===== config.mk =====
export PLATFORM = sky130hd
export DESIGN_NAME = vtb_ctrl
export DESIGN_NICKNAME = d
export VERILOG_FILES = /design/src/hdl/vtb_pkg.sv /design/src/hdl/vtb_ctrl.sv
export SDC_FILE = /design/constraint.sdc
export NUM_CORES = 1
export LEC_CHECK = 0
export ABC_AREA = 1
export BUFFER_PORTS_ARGS = -buffer_cell sky130_fd_sc_hd__buf_2
export CAP_MARGIN = 20
export CELL_PAD_IN_SITES_DETAIL_PLACEMENT = 1
export CELL_PAD_IN_SITES_GLOBAL_PLACEMENT = 1
export CORE_MARGIN = 2
export CORE_UTILIZATION = 44
export DETAILED_ROUTE_END_ITERATION = 6
export PLACE_DENSITY_LB_ADDON = 0.1
export SLEW_MARGIN = 20
export SYNTH_ARGS = -nofsm -noshare
export SYNTH_HDL_FRONTEND = slang
export SYNTH_SLANG_ARGS = --single-unit

===== constraint.sdc =====
create_clock -name aclk -period 4.5 [get_ports aclk]
set_clock_uncertainty 0.05 [all_clocks]
set_input_delay 0.9 -clock aclk [delete_from_list [all_inputs] [get_ports aclk]]
set_output_delay 0.9 -clock aclk [all_outputs]
set_load 0.1 [all_outputs]

===== src/hdl/vtb_pkg.sv =====
// Shared types, constants and helper functions for the vertex transform block.
`default_nettype none
package vtb_pkg;

    localparam int NUM_COEF         = 6;
    localparam int PADDR_W          = 6;
    localparam int MAX_VERTICES_DEF = 65536;
    localparam int DIV_NUM_W        = 48;
    localparam int DIV_DEN_W        = 32;
    localparam int SQRT_STEPS       = 32;

    localparam logic [63:0] COEF_RST_DIAG = 64'h0001_0000_0000_0000;
    localparam logic [63:0] NRM_EPS_SQ    = 64'd1152921;

    typedef logic [NUM_COEF-1:0][63:0] coef_bank_t;

    typedef struct packed {
        logic signed [31:0] pos_x;
        logic signed [31:0] pos_y;
        logic signed [31:0] pos_z;
        logic signed [15:0] nrm_x;
        logic signed [15:0] nrm_y;
        logic signed [15:0] nrm_z;
        logic               has_normal;
        logic [63:0]        tex_uv;
        logic               last;
    } vtx_in_t;

    typedef struct packed {
        logic signed [31:0] out_pos_x;
        logic signed [31:0] out_pos_y;
        logic signed [31:0] out_pos_z;
        logic signed [15:0] out_nrm_x;
        logic signed [15:0] out_nrm_y;
        logic signed [15:0] out_nrm_z;
        logic [63:0]        out_uv;
        logic               is_last;
        logic signed [31:0] min_height;
        logic signed [31:0] max_height;
        logic signed [31:0] mean_x;
        logic signed [31:0] mean_z;
    } vtx_out_t;

    typedef enum logic [4:0] {
        OP_NONE,
        OP_LOAD,
        OP_PMUL,
        OP_PACC,
        OP_NMUL,
        OP_NACC,
        OP_MAX,
        OP_SHR,
        OP_SHL,
        OP_SQMUL,
        OP_SQACC,
        OP_SQRT_INIT,
        OP_SQRT_STEP,
        OP_NDIV_GO,
        OP_NDIV_TAKE,
        OP_TINY,
        OP_STATS,
        OP_MDIV_GO,
        OP_MDIV_TAKE,
        OP_EMIT
    } op_t;

    typedef struct packed {
        op_t        op;
        logic [1:0] row;
        logic [1:0] col;
    } cmd_t;

    typedef struct packed {
        logic last;
        logic big;
        logic mx_hi;
        logic mx_below;
        logic div_busy;
        logic div_done;
        logic out_free;
    } status_t;

    // column-major matrix entry from the packed register bank
    function automatic logic signed [31:0] mat_entry(coef_bank_t b, logic [3:0] idx);
        logic signed [31:0] v;
        v = '0;
        case (idx)
            4'd0:    v = b[0][63:32];
            4'd1:    v = b[0][31:0];
            4'd2:    v = b[1][63:32];
            4'd4:    v = b[1][31:0];
            4'd5:    v = b[2][63:32];
            4'd6:    v = b[2][31:0];
            4'd8:    v = b[3][63:32];
            4'd9:    v = b[3][31:0];
            4'd10:   v = b[4][63:32];
            4'd12:   v = b[4][31:0];
            4'd13:   v = b[5][63:32];
            4'd14:   v = b[5][31:0];
            default: v = '0;
        endcase
        return v;
    endfunction

    function automatic logic [49:0] mag50(logic signed [49:0] x);
        return x[49] ? 50'(-x) : 50'(x);
    endfunction

    function automatic logic [47:0] mag48(logic signed [47:0] x);
        return x[47] ? 48'(-x) : 48'(x);
    endfunction

endpackage
`default_nettype wire


===== src/hdl/vtb_ctrl.sv =====
// Sequencer that steps the datapath through one vertex.
`default_nettype none
module vtb_ctrl (
    input  wire logic              aclk,
    input  wire logic              aresetn,
    input  wire logic              s_valid,
    output logic                   s_ready,
    input  wire vtb_pkg::status_t  status,
    output vtb_pkg::cmd_t          cmd
);
    import vtb_pkg::*;

    typedef enum logic [20:0] {
        S_IDLE      = 21'h000001,
        S_PMUL      = 21'h000002,
        S_PACC      = 21'h000004,
        S_NMUL      = 21'h000008,
        S_NACC      = 21'h000010,
        S_MAX       = 21'h000020,
        S_CLS       = 21'h000040,
        S_SHR       = 21'h000080,
        S_SQMUL     = 21'h000100,
        S_SQACC     = 21'h000200,
        S_CHK       = 21'h000400,
        S_SHL       = 21'h000800,
        S_SQRT_INIT = 21'h001000,
        S_SQRT      = 21'h002000,
        S_NDIV_GO   = 21'h004000,
        S_NDIV_WAIT = 21'h008000,
        S_TINY      = 21'h010000,
        S_STATS     = 21'h020000,
        S_MDIV_GO   = 21'h040000,
        S_MDIV_WAIT = 21'h080000,
        S_EMIT      = 21'h100000
    } state_t;

    localparam int CNT_W = $clog2(SQRT_STEPS);

    state_t           state_reg, state_next;
    logic [1:0]       row_reg, row_next, col_reg, col_next;
    logic [CNT_W-1:0] cnt_reg, cnt_next;
    logic             scaled_reg, scaled_next;

    always_ff @(posedge aclk) begin
        if (!aresetn) begin
            state_reg  <= S_IDLE;
            row_reg    <= '0;
            col_reg    <= '0;
            cnt_reg    <= '0;
            scaled_reg <= 1'b0;
        end else begin
            state_reg  <= state_next;
            row_reg    <= row_next;
            col_reg    <= col_next;
            cnt_reg    <= cnt_next;
            scaled_reg <= scaled_next;
        end
    end

    assign s_ready = (state_reg == S_IDLE);

    always_comb begin
        state_next  = state_reg;
        row_next    = row_reg;
        col_next    = col_reg;
        cnt_next    = cnt_reg;
        scaled_next = scaled_reg;
        cmd.op      = OP_NONE;
        cmd.row     = row_reg;
        cmd.col     = col_reg;
        unique case (state_reg)
            S_IDLE: begin
                if (s_valid) begin
                    cmd.op     = OP_LOAD;
                    row_next   = '0;
                    col_next   = '0;
                    state_next = S_PMUL;
                end
            end
            S_PMUL: begin
                cmd.op     = OP_PMUL;
                state_next = S_PACC;
            end
            S_PACC: begin
                cmd.op     = OP_PACC;
                state_next = S_PMUL;
                if (col_reg == 2'd2) begin
                    col_next = '0;
                    if (row_reg == 2'd2) begin
                        row_next   = '0;
                        state_next = S_NMUL;
                    end else begin
                        row_next = row_reg + 1'b1;
                    end
                end else begin
                    col_next = col_reg + 1'b1;
                end
            end
            S_NMUL: begin
                cmd.op     = OP_NMUL;
                state_next = S_NACC;
            end
            S_NACC: begin
                cmd.op     = OP_NACC;
                state_next = S_NMUL;
                if (col_reg == 2'd2) begin
                    col_next = '0;
                    if (row_reg == 2'd2) begin
                        row_next   = '0;
                        state_next = S_MAX;
                    end else begin
                        row_next = row_reg + 1'b1;
                    end
                end else begin
                    col_next = col_reg + 1'b1;
                end
            end
            S_MAX: begin
                cmd.op     = OP_MAX;
                state_next = S_CLS;
            end
            S_CLS: begin
                if (status.mx_hi) begin
                    state_next = S_SHR;
                end else begin
                    scaled_next = 1'b0;
                    state_next  = S_SQMUL;
                end
            end
            S_SHR: begin
                if (status.mx_hi) begin
                    cmd.op = OP_SHR;
                end else begin
                    scaled_next = 1'b1;
                    state_next  = S_SQMUL;
                end
            end
            S_SQMUL: begin
                cmd.op     = OP_SQMUL;
                state_next = S_SQACC;
            end
            S_SQACC: begin
                cmd.op = OP_SQACC;
                if (col_reg == 2'd2) begin
                    col_next   = '0;
                    state_next = scaled_reg ? S_SQRT_INIT : S_CHK;
                end else begin
                    col_next   = col_reg + 1'b1;
                    state_next = S_SQMUL;
                end
            end
            S_CHK: begin
                state_next = status.big ? S_SHL : S_TINY;
            end
            S_SHL: begin
                if (status.mx_below) begin
                    cmd.op = OP_SHL;
                end else begin
                    scaled_next = 1'b1;
                    state_next  = S_SQMUL;
                end
            end
            S_SQRT_INIT: begin
                cmd.op     = OP_SQRT_INIT;
                cnt_next   = '0;
                state_next = S_SQRT;
            end
            S_SQRT: begin
                cmd.op   = OP_SQRT_STEP;
                cnt_next = cnt_reg + 1'b1;
                if (cnt_reg == CNT_W'(SQRT_STEPS - 1)) begin
                    col_next   = '0;
                    state_next = S_NDIV_GO;
                end
            end
            S_NDIV_GO: begin
                cmd.op     = OP_NDIV_GO;
                state_next = S_NDIV_WAIT;
            end
            S_NDIV_WAIT: begin
                if (status.div_done) begin
                    cmd.op = OP_NDIV_TAKE;
                    if (col_reg == 2'd2) begin
                        col_next   = '0;
                        state_next = S_STATS;
                    end else begin
                        col_next   = col_reg + 1'b1;
                        state_next = S_NDIV_GO;
                    end
                end
            end
            S_TINY: begin
                cmd.op     = OP_TINY;
                state_next = S_STATS;
            end
            S_STATS: begin
                cmd.op   = OP_STATS;
                col_next = '0;
                state_next = status.last ? S_MDIV_GO : S_EMIT;
            end
            S_MDIV_GO: begin
                cmd.op     = OP_MDIV_GO;
                state_next = S_MDIV_WAIT;
            end
            S_MDIV_WAIT: begin
                if (status.div_done) begin
                    cmd.op = OP_MDIV_TAKE;
                    if (col_reg == 2'd1) begin
                        col_next   = '0;
                        state_next = S_EMIT;
                    end else begin
                        col_next   = col_reg + 1'b1;
                        state_next = S_MDIV_GO;
                    end
                end
            end
            S_EMIT: begin
                if (status.out_free) begin
                    cmd.op     = OP_EMIT;
                    state_next = S_IDLE;
                end
            end
            default: begin
                state_next = S_IDLE;
            end
        endcase
    end

`ifndef SYNTHESIS
    a_idle_div_quiet: assert property (@(posedge aclk) disable iff (!aresetn)
        (state_reg == S_IDLE) |-> !status.div_busy)
        else $error("divider busy while sequencer idle");
    a_mean_only_last: assert property (@(posedge aclk) disable iff (!aresetn)
        (state_reg == S_MDIV_GO) |-> status.last)
        else $error("mean division on a vertex that is not last");
    a_done_awaited: assert property (@(posedge aclk) disable iff (!aresetn)
        status.div_done |-> (state_reg == S_NDIV_WAIT || state_reg == S_MDIV_WAIT))
        else $error("divider result arrived with nobody waiting");
`endif

endmodule
`default_nettype wire


==> flow_summary.yaml <==
status:
  status: "finished clean"
worst_setup_path:
  ff2ff_setup_slack_ns: 2.32
  critPathMaxFanout: 6
  cp.required_ns: 3.55
  worstPathArrival_ns: 2.50
  worstSetupEndpointType: "output port"
  setup.worst_path.start_class: "flip-flop"
  ff2ff_path_depth: 12
  r2r-end: "state_reg[0]"
  crit_type: "flip-flop to output port"
  timing.rr.start: "state_reg[13]"
timing:
  min_period_over_period_pct: 76.7
  rsz0062_at_grt: "false"
  hold_viol_final: 0
  layout_min_cycle_time_ns: 3.45
  fmax_mhz: 290
  slew_headroom_pct: 55.0
  drv_slew: 0
  fin_tns_setup_ns: 0
  worstMarginPinSlew_ns: 0.674
  setup_viol: 0
cts:
  htree_num_levels: 2
  cts_setup_buffers: 0
  cts_hold_buf: 0
  cts_resized: 0
  cts.sinks: 31
  clk_pin_slew_ns: 0.07
  cts_buffer_depth: 2
  numCtsBuffers: 5
  cts_root_buffer: "clkbuf_8"
  clk_latency_ns: 0.29
  cts_tree: "yes"
floorplan:
  io_pins: 20
  initial_core_util_pct: 45.6
  die_width_um: 74.0
  fp.coreArea_mm2: 0.00472
  rows: 25
  dieArea_mm2: 0.00547
  die_y_um: 74.0
route:
  antenna_left: 0
  drtPass1Iterations: 4
  drcViolationCount: 0
  drt_wl_total_mm: 6.69
  vias: 2283
  wl_per_cell_um: 15.2
  drtIter0Drc: 162
  viasPerCell: 5.19
yosys:
  syn_area_mm2: 0.00215
  synth_top_area_share_pct: 28.8
  async_flop_share_pct: 0
  syn-num-nets: 363
  synth_cells: 351
  synth_cell_type_count: 31
  synth_flop_cell: "dfxtp_1"
  synth_edf_count: 0
  synth.avg_cell_area_um2: 6.14
  ys_warn_count: 0
  synth_top_cell_by_area: "dfxtp_1"
  yosysSeqAreaShare_pct: 28.8
  synthTopCellsByArea: "dfxtp_1, nand2_1, nand3_1"
  ys_seq_elements: 31
placement:
  port_buffers: 18
  dp_hpwl_mm: 5.17
  gp_congestion: 0.907
  place_area_mm2: 0.00231
grt:
  top_usage_layer: "met2"
  grt_pass1_vias: 2280
  grt_pass1_wl_mm: 10.9
  grt_use_total_pct: 26.4
  use_met2_pct: 44.9
  antenna_found_initial: 0
  grt_max_degree: 19
  grt_use_met1_pct: 34.7
  globalRoute.totalOverflow: 0
  use_met3_pct: 3.12
pwr:
  irDropWorstVdd_v: 0.000819
  powerDensity_mw_per_mm2: 744
  leakage_nw: 1.27
final_layout:
  largest_register_ffs: 21
  final_common_cell: "nand2_1"
  antenna_cells: 0
  final_area_mm2: 0.00242
  drive_gt1_share_pct: 19.0
  seq_area_um2: 621
  final_cell_mix: "nand2_1, nor2_1, nand3_1, inv_1, dfxtp_1"
  nFillCells: 663
  multi_input_area_mm2: 0.00130
  area_growth_pct: 12.5
  nNetsFinal: 384
min_path:
  hp-start: "cnt_reg[4]"
  hold_end: "cnt_reg[4]"
  hold_class: "flip-flop to flip-flop"
  hold_depth: 2
run:
  cap_violations: 0
==> per-stage QoR <==
step                      power [mW]  hold slack, ns  setup WS [ns]  util [%]  std cells
after global routing            1.93           0.453          0.864      51.3        440
final                           1.80           0.419           1.05      51.3        440
after global placement          1.48           0.401           1.42      48.8        432
after CTS                       1.81           0.424           1.07      51.3        440
after floorplan                 1.28           0.376           1.16         -        351
after detailed placement        1.51           0.413           1.40      48.8        432
==> power by group <==
group / internal (mW) / switching [mW]
registers: 0.319 / 0.0386
logic: 0.260 / 0.888
clock network: 0.179 / 0.118
==> cells by family (layout without fill, tap and decap cells) <==
kind of cell | Yosys count | count (layout) | share of synthesized area, %
compound gates | 34 | 34 | 8.36
buf+inv | 60 | 82 | 10.9
xor+xnor | 1 | 1 | 0.407
flops | 31 | 31 | 28.8
simple gates | 223 | 223 | 50.3
fa+ha+maj | 2 | 2 | 1.16
==> worst max-delay path by stage <==
stage                  startpoint      to  slack (ns)  cells after the start
global placement    state_reg[14]  cmd[7]        1.42                     10
CTS                  state_reg[3]  cmd[7]        1.07                     10
global route         state_reg[3]  cmd[7]        0.86                     10
floorplan           state_reg[14]  cmd[4]        1.16                      7
detailed placement   state_reg[3]  cmd[7]        1.40                     10
finish               state_reg[6]  cmd[7]        1.05                     10
==> final cells by class <==
type / instances / area share, %
multi-input combinational: 260 / 53.6
clock buffer: 6 / 3.41
timing repair buffer: 18 / 3.72
clock inverter: 2 / 1.45
tap: 67 / 3.46
sequential: 31 / 25.6
inverter: 56 / 8.78
==> routing by layer <==
| metal | vias to the layer above | wire [µm] |
|---|---|---|
| met1 | 1059 | 3130 |
| met4 | 0 | 112 |
| li1 | 1166 | - |
| met5 | - | 0 |
| met2 | 46 | 3200 |
| met3 | 12 | 254 |
==> synth_stat cells (2+ instances only) <==
master,instances
a21oi_1,15
clkbuf_1,3
dfxtp_1,31
ha_1,2
inv_1,40
inv_2,15
nand2_1,71
nand2_2,8
nand3_1,40
nand3_2,4
nand3b_1,6
nand4_1,4
nor2_1,53
nor2_2,9
nor2_4,3
nor2_8,2
nor3_1,17
nor4_1,2
o21ai_0,12
o21ai_1,3
==> worst max-delay path: stages (launching register included) <==
cell and delay (ns):
dfxtp_1 0.33, nor2_2 0.18, nand2_2 0.16, nor2_4 0.24, nand2_2 0.10, nor3_1 0.37
nor2_1 0.17, nand2_1 0.09, nor2_1 0.06, nand4_1 0.09, buf_2 0.43
Power figures use the tool's default switching activity.
