[src/hdl/vtb_pkg.sv]
// Shared types, constants and helper functions for the vertex transform block.
`default_nettype none
package vtb_pkg;

    localparam int NUM_COEF         = 6;
    localparam int PADDR_W          = 6;
    localparam int MAX_VERTICES_DEF = 65536;
    localparam int DIV_NUM_W        = 48;
    localparam int DIV_DEN_W        = 32;
    localparam int SQRT_STEPS       = 32;

    localparam logic [63:0] COEF_RST_DIAG = 64'h0001_0000_0000_0000;
    localparam logic [63:0] NRM_EPS_SQ    = 64'd1152921;

    typedef logic [NUM_COEF-1:0][63:0] coef_bank_t;

    typedef struct packed {
        logic signed [31:0] pos_x;
        logic signed [31:0] pos_y;
        logic signed [31:0] pos_z;
        logic signed [15:0] nrm_x;
        logic signed [15:0] nrm_y;
        logic signed [15:0] nrm_z;
        logic               has_normal;
        logic [63:0]        tex_uv;
        logic               last;
    } vtx_in_t;

    typedef struct packed {
        logic signed [31:0] out_pos_x;
        logic signed [31:0] out_pos_y;
        logic signed [31:0] out_pos_z;
        logic signed [15:0] out_nrm_x;
        logic signed [15:0] out_nrm_y;
        logic signed [15:0] out_nrm_z;
        logic [63:0]        out_uv;
        logic               is_last;
        logic signed [31:0] min_height;
        logic signed [31:0] max_height;
        logic signed [31:0] mean_x;
        logic signed [31:0] mean_z;
    } vtx_out_t;

    typedef enum logic [4:0] {
        OP_NONE,
        OP_LOAD,
        OP_PMUL,
        OP_PACC,
        OP_NMUL,
        OP_NACC,
        OP_MAX,
        OP_SHR,
        OP_SHL,
        OP_SQMUL,
        OP_SQACC,
        OP_SQRT_INIT,
        OP_SQRT_STEP,
        OP_NDIV_GO,
        OP_NDIV_TAKE,
        OP_TINY,
        OP_STATS,
        OP_MDIV_GO,
        OP_MDIV_TAKE,
        OP_EMIT
    } op_t;

    typedef struct packed {
        op_t        op;
        logic [1:0] row;
        logic [1:0] col;
    } cmd_t;

    typedef struct packed {
        logic last;
        logic big;
        logic mx_hi;
        logic mx_below;
        logic div_busy;
        logic div_done;
        logic out_free;
    } status_t;

    // column-major matrix entry from the packed register bank
    function automatic logic signed [31:0] mat_entry(coef_bank_t b, logic [3:0] idx);
        logic signed [31:0] v;
        v = '0;
        case (idx)
            4'd0:    v = b[0][63:32];
            4'd1:    v = b[0][31:0];
            4'd2:    v = b[1][63:32];
            4'd4:    v = b[1][31:0];
            4'd5:    v = b[2][63:32];
            4'd6:    v = b[2][31:0];
            4'd8:    v = b[3][63:32];
            4'd9:    v = b[3][31:0];
            4'd10:   v = b[4][63:32];
            4'd12:   v = b[4][31:0];
            4'd13:   v = b[5][63:32];
            4'd14:   v = b[5][31:0];
            default: v = '0;
        endcase
        return v;
    endfunction

    function automatic logic [49:0] mag50(logic signed [49:0] x);
        return x[49] ? 50'(-x) : 50'(x);
    endfunction

    function automatic logic [47:0] mag48(logic signed [47:0] x);
        return x[47] ? 48'(-x) : 48'(x);
    endfunction

endpackage
`default_nettype wire

[src/hdl/vtb_regs.sv]
// APB-style register bank holding the six matrix coefficient pairs.
`default_nettype none
module vtb_regs (
    input  wire logic                          aclk,
    input  wire logic                          aresetn,
    input  wire logic                          psel,
    input  wire logic                          penable,
    input  wire logic                          pwrite,
    input  wire logic [vtb_pkg::PADDR_W-1:0]   paddr,
    input  wire logic [63:0]                   pwdata,
    output logic      [63:0]                   prdata,
    output logic                               pready,
    output vtb_pkg::coef_bank_t                coef
);
    import vtb_pkg::*;

    coef_bank_t coef_reg;
    logic [2:0] idx;

    assign idx    = paddr[5:3];
    assign pready = 1'b1;
    assign coef   = coef_reg;

    always_ff @(posedge aclk) begin
        if (!aresetn) begin
            for (int i = 0; i < NUM_COEF; i++) begin
                coef_reg[i] <= (i % 2 == 0) ? COEF_RST_DIAG : 64'd0;
            end
        end else if (psel && penable && pwrite && (idx < 3'(NUM_COEF))) begin
            coef_reg[idx] <= pwdata;
        end
    end

    always_comb begin
        prdata = '0;
        if (idx < 3'(NUM_COEF)) begin
            prdata = coef_reg[idx];
        end
    end

endmodule
`default_nettype wire

[config.mk]
export PLATFORM = sky130hd
export DESIGN_NAME = vtb_regs
export DESIGN_NICKNAME = d
export VERILOG_FILES = /design/src/hdl/vtb_pkg.sv /design/src/hdl/vtb_regs.sv
export SDC_FILE = /design/constraint.sdc
export NUM_CORES = 1
export LEC_CHECK = 0
export BUFFER_PORTS_ARGS = -buffer_cell sky130_fd_sc_hd__clkbuf_2
export CORE_AREA = 2 2 206 208
export DETAILED_ROUTE_END_ITERATION = 10
export DIE_AREA = 0 0 208 210
export MAX_ROUTING_LAYER = met4
export PLACE_DENSITY = 0.76
export SLEW_MARGIN = 20
export SYNTH_ARGS = -nofsm -noshare
export SYNTH_HDL_FRONTEND = slang
export SYNTH_SLANG_ARGS = --single-unit
[constraint.sdc]
create_clock -name aclk -period 2 [get_ports aclk]
set_clock_uncertainty 0.1 [all_clocks]
set_input_delay 0.1 -clock aclk [delete_from_list [all_inputs] [get_ports aclk]]
set_output_delay 0.1 -clock aclk [all_outputs]
set_load 0.01 [all_outputs]
==> results_dict.tcl, run 1 <==
set metrics [dict create \
    seq_area_mm2 0.007687 \
    viasPerCell 5.595 \
    ant_nets 0 \
    period_share_pct 99.15 \
    max_freq_mhz 504.3 \
    dieWidth_um 208 \
    finalSetupViolCount 0 \
    synth_top_area_share_pct 45.56 \
    dp_cells 2689 \
    worstMarginPinSlew_ps 869.4 \
    antenna_found_initial 0 \
    first_pass_iters 6 \
    die-area_mm2 0.04368 \
    synth_nets 1778 \
    p_leak_nw 9.677 \
    layout.nets 2351 \
    hold_path_class "in2reg" \
    rsz0062_at_grt "no" \
    startpoint "coef[151]$_SDFFE_PN0P_" \
    status "finished, final reports clean" \
    finalSetupTns_ps 0 \
    clk_path_buf_depth 3 \
    mostFrequentLayoutCells "clkbuf_2, nand2_1, mux2i_1, dfxtp_1, mux2_2" \
    rr_startpoint "coef[112]$_SDFFE_PN0P_" \
    ys_types 33 \
    r2r.worst_path.cells 3 \
    core-area_mm2 0.04148 \
    final_cells 2842 \
    drc_errors 0 \
    maxCapViolations 0 \
    cts.sinks 384 \
    cp_num_cells 4 \
    filler_cell_count 3565 \
    drt_iter0_drc 1415 \
    syn_avg_cell_area_um2 9.907 \
    gr-usage-all-layers_pct 29.29 \
    criticalPathCategory "reg2out" \
    drive_above_1_share_pct 33.49 \
    grt_pass1_vias 16040 \
    drt-wirelength-per-cell_um 22.92 \
    cts_made_buffers 41 \
    slew_violations 0 \
    drt_wl_total_um 65140 \
    insertion_delay_ps 540 \
    die_y_um 210 \
    hpwl_um 43500 \
    overflow 0 \
    clk_pin_slew_ps 60 \
    ctsHtreeMaxLevel 2 \
    max_stage_delay_ps 390 \
    p_per_area_mw_per_mm2 757.4 \
    routabilityCongestion 0.9511 \
    multiInputGateArea_mm2 0.008459 \
    largest_reg_flops 384 \
    ys_seq_area_share_pct 45.56 \
    critPathBufInv 1 \
    start_kind "flip-flop" \
    required_ps 1800 \
    crit_arrival_ps 1780 \
    synth_area_mm2 0.01687 \
    final.min_clock_period_ps 1983 \
    timing.rr.end "coef[112]$_SDFFE_PN0P_" \
    crit_chain "mux2_2 > a22oi_1 > o21ai_0 > clkbuf_2" \
    crit_fanout 3 \
    r2r_slack_ps 710 \
    grt_max_degree 49 \
    num_rows 75 \
    fin_hold_ws_ps 76.41 \
    slew_headroom_pct 41.85 \
    crit_family "compound AO/OA/AOI/OAI gates" \
    port_buffers 519 \
    yosys_warnings 0 \
    grt_pass1_wl_um 96270 \
    synth.top_cells.by_area "dfxtp_1, mux2i_1, nand2_1" \
    synth_cells 1703 \
    crit_path_end_kind "output pin" \
    worstSetupEndpoint "prdata[23]" \
    final_common_cell "clkbuf_2" \
    yosysTopAreaCell "dfxtp_1" \
    ys_seq_elements 384 \
    detailroute.via_count 15900 \
    syn_to_final_growth_pct 34.31 \
    crit_slowest_cell "dfxtp_1" \
    root_buffer "clkbuf_16" \
    finalPower_mw 17.16 \
    io_pins 524 \
    initial_core_util_pct 40.68 \
    tritoncts "yes" \
    vdd_drop_max_mv 0.5502 \
    finalHoldViolCount 0 \
]
-- worst reg2reg max path, cell delays in order, from the launching register on --
cell	delay (ps)
dfxtp_1	380
nand2_1	70
mux2i_1	120
dlygate4sd3_1	570
-- through the flow --
stage	utilization, %	instance area [um2]	setup WS, ps
5_1_grt	54.63	22660	5.975
3_3_place_gp	49.22	20410	184.6
4_1_cts	54.63	22660	6.943
3_5_place_dp	49.22	20410	162.8
2_1_floorplan	-	16870	484.3
6_report	54.64	22660	17.09
-- what timing repair did --
item,in CTS,in global routing
endpoints found under the hold margin,384,0
endpoints found under the setup margin,0,1
buffers inserted,0,0
gates resized for setup,0,1
hold buffers,83,0
-- synth_stat cells --
library cell and count:
nand4b_4 1, inv_2 1, nand2b_1 4, a221o_1 26, clkbuf_1 80, a221oi_1 16, or2_2 2, nor2_1 1
nor2_2 1, o221ai_1 1, buf_2 35, inv_1 26, o21ai_0 21, a21oi_1 16, and2_1 2, a22oi_1 36
nand4_1 1, buf_4 13, o22a_1 1, and2_0 1, mux2i_1 416, mux2_2 98, nor2_4 3, nand2_1 445
a32oi_1 20, dfxtp_1 384, nor2b_1 7, nor3_1 1, o32ai_1 26, or3_1 2, conb_1 1, buf_1 9
buf_6 6
-- cells by family after synthesis --
| family | count (synthesis) | share of synthesized area (%) |
|---|---|---|
| other | 1 | 0.02223 |
| flip-flops | 384 | 45.56 |
| AND/OR/NAND/NOR | 471 | 11.03 |
| buffers and inverters | 170 | 4.598 |
| AO/OA/AOI/OAI | 163 | 7.564 |
| multiplexers | 514 | 31.22 |
-- where the power goes --
group | total (mW) | internal, mW | switching (mW)
Sequential | 7.76 | 7.70 | 0.0505
Combinational | 1.32 | 0.493 | 0.828
Clock | 8.09 | 4.92 | 3.16
Total | 17.2 | 13.1 | 4.04
-- final cells by class --
class                      count  share of cell area (%)
multi-input combinational   1149                   37.33
sequential                   384                   33.92
timing repair buffer         673                   19.08
clock buffer                  56                   5.262
tap                          539                   2.976
clock inverter                13                  0.9717
inverter                      27                  0.4472
antenna                        1                 0.01104
-- how the worst min path moves through the flow --
stage	cells past startpoint	start	slack (ps)	end
6_report	5	aresetn	80	coef[309]$_SDFFE_PN0P_
5_1_grt	5	aresetn	70	coef[101]$_SDFFE_PN0P_
4_1_cts	5	aresetn	50	coef[103]$_SDFFE_PN0P_
3_5_place_dp	3	pwdata[48]	310	coef[176]$_SDFFE_PN1P_
3_3_place_gp	3	pwdata[48]	300	coef[48]$_SDFFE_PN1P_
2_1_floorplan	2	pwdata[48]	180	coef[48]$_SDFFE_PN1P_
-- routing by layer --
metal	global-route usage [%]	wire, um
met5	-	0
met2	48.24	31070
met4	12.72	2624
met3	6.257	5206
met1	34.66	26240
Note: power is estimated with default switching activity, not from simulation.
==> inputs of run 2 (changes only) <==
--- a/config.mk
+++ b/config.mk
@@ -11,2 +11,3 @@
 export DIE_AREA = 0 0 208 210
+export GPL_ROUTABILITY_DRIVEN = 0
 export MAX_ROUTING_LAYER = met4
==> constraint.sdc (replaced) <==
create_clock -name aclk -period 2 [get_ports aclk]
set_clock_uncertainty 0.1 [all_clocks]
set_input_delay 0.2 -clock aclk [delete_from_list [all_inputs] [get_ports aclk]]
set_output_delay 0.2 -clock aclk [all_outputs]
set_load 0.01 [all_outputs]
==> run 2 against run 1 <==
Against the previous run: highest routed layer unchanged; clock power shrank 4.1%; the flow now finishes with violations (negative setup slack); wire length shrank 0.97%; sequential cell count is the same; design area grew 1.5%; critical endpoint is now prdata[48]; count of clock-buffer cells in the layout grew 2; sequential power is essentially flat; worst hold slack lost 5.0 ps; die area is the same; fmax shrank 1.6%; sequential share of layout area shrank 0.47 points; register-to-register slack gained 460 ps.
==> results_dict.tcl, run 2 (synthesis gave the netlist of run 1 again) <==
set metrics [dict create \
    clk_path_buf_depth 3 \
    finalHoldViolCount 0 \
    ant_nets 0 \
    cts_made_buffers 41 \
    max_freq_mhz 496.4 \
    drt-wirelength-per-cell_um 22.52 \
    first_pass_iters 7 \
    r2r_slack_ps 1170 \
    overflow 0 \
    root_buffer "clkbuf_16" \
    crit_fanout 3 \
    seq_power_share_pct 46.0 \
    antenna_found_initial 3 \
    num_rows 75 \
    detailroute.via_count 16060 \
    final.min_clock_period_ps 2015 \
    power_frac_clock_pct 46.0 \
    core-area_mm2 0.04148 \
    fin_area_mm2 0.02301 \
    hpwl_um 44320 \
    drt_iter0_drc 1443 \
    drt_wl_total_um 64510 \
    vdd_drop_max_mv 0.5257 \
    cts.sinks 384 \
    status "complete, but fails checks" \
    mostFrequentLayoutCells "clkbuf_2, nand2_1, mux2i_1, dfxtp_1, mux2_2" \
    required_ps 1700 \
    die-area_mm2 0.04368 \
    tritoncts "yes" \
    port_buffers 519 \
    die_y_um 210 \
    p_leak_nw 9.877 \
    gr-usage-all-layers_pct 28.85 \
    layout.nets 2368 \
    clk_pin_slew_ps 70 \
    violations "negative setup slack" \
    io_pins 524 \
    insertion_delay_ps 560 \
    largest_reg_flops 384 \
    switchingPower_mw 4.074 \
    maxCapViolations 0 \
    drive_above_1_share_pct 35.96 \
    multiInputGateArea_mm2 0.008627 \
    final_common_cell "clkbuf_2" \
    hold_path_class "in2reg" \
    p_sw_share_pct 24.14 \
    start_kind "flip-flop" \
    crit_arrival_ps 1710 \
    postLayoutCoreUtil_pct 55.48 \
    viasPerCell 5.608 \
    grt_pass1_vias 16110 \
    grt_max_degree 51 \
    dpl_cell_area_mm2 0.02075 \
    worst_slack_ps -14.59 \
    crit_path_end_kind "output pin" \
    filler_cell_count 3503 \
    period_share_pct 100.7 \
    ctsHtreeMaxLevel 2 \
    criticalPathCategory "reg2out" \
    initial_core_util_pct 40.68 \
    dieWidth_um 208 \
    drc_errors 0 \
    rsz0062_at_grt "yes" \
    p_int_mw 12.80 \
    syn_to_final_growth_pct 36.37 \
    p_per_area_mw_per_mm2 733.4 \
    seq_area_mm2 0.007697 \
    grt_pass1_wl_um 95180 \
    comb_power_share_pct 8.1 \
    slew_violations 0 \
    finalSetupViolCount 1 \
]
[run 2: cell count changes in the layout (fill, tap and decap cells not counted), sizes merged, moves of 2 or more]
cell,before,now
buf,76,111
dlygate4sd3,82,65
bufinv,6,3
clkinv,5,7
diode,1,3
inv,27,29
[run 2: worst paths after layout]
path	from	end	depth (start not counted)
hold / removal	pwrite	coef[37]$_SDFFE_PN0P_	4
setup / recovery	coef[304]$_SDFFE_PN1P_	prdata[48]	4
hold reg to reg	coef[243]$_SDFFE_PN0P_	coef[243]$_SDFFE_PN0P_	2
setup reg to reg	coef[176]$_SDFFE_PN1P_	coef[176]$_SDFFE_PN1P_	2
[run 2: metal layers]
metal  share of wire (%)  global-route usage (%)  vias up
met1                  39                   33.43     7709
met3                 9.0                   6.347      207
met2                  48                   47.36     1003
li1                    -                       -     7143
met4                 4.4                   14.38        0
met5                   0                       -        -
[run 2: layout make-up]
cell class	count	share of cell area [%]
clock inverter	14	0.7015
tap	539	2.931
timing repair buffer	690	19.73
clock buffer	58	5.215
multi-input combinational	1149	37.49
antenna	3	0.03263
sequential	384	33.45
inverter	27	0.4405
[run 2: metrics by stage]
stage                     setup slack (ps)  setup TNS, ps  power, mW  hold slack (ps)  instances
final                               -14.59         -14.59      16.88            71.44       2864
after global routing                -49.76         -182.8      17.33            68.92       2864
after CTS                            1.764              0      16.92            27.96       2860
after detailed placement            -7.627         -7.627      9.126            363.7       2720
after global placement               20.95              0      9.101            353.0       2720
after floorplan                      284.3              0      8.523            280.4       1703
[run 2: power groups by stage]
stage	combinational [mW]	sequential [mW]	clock [mW]
3_3_place_gp	1.18	7.92	0
5_1_grt	1.43	7.76	8.14
6_report	1.37	7.76	7.76
4_1_cts	1.32	7.75	7.84
2_1_floorplan	0.586	7.94	0
3_5_place_dp	1.20	7.92	0
[run 2: critical path, cell delays in order (launching register included)]
cell      delay [ps]
dfxtp_4          350
mux2_4           280
a221oi_4         270
a21oi_2          100
buf_2            160
[run 2: timing repair]
action                                  4_1_cts  5_1_grt
hold buffers                                 65        0
pin swaps                                     1        5
hold endpoints to repair                    379        0
setup buffers                                 2        1
endpoints found under the setup margin        7       28
gates resized for setup                      10       32
gates cloned                                  1        0
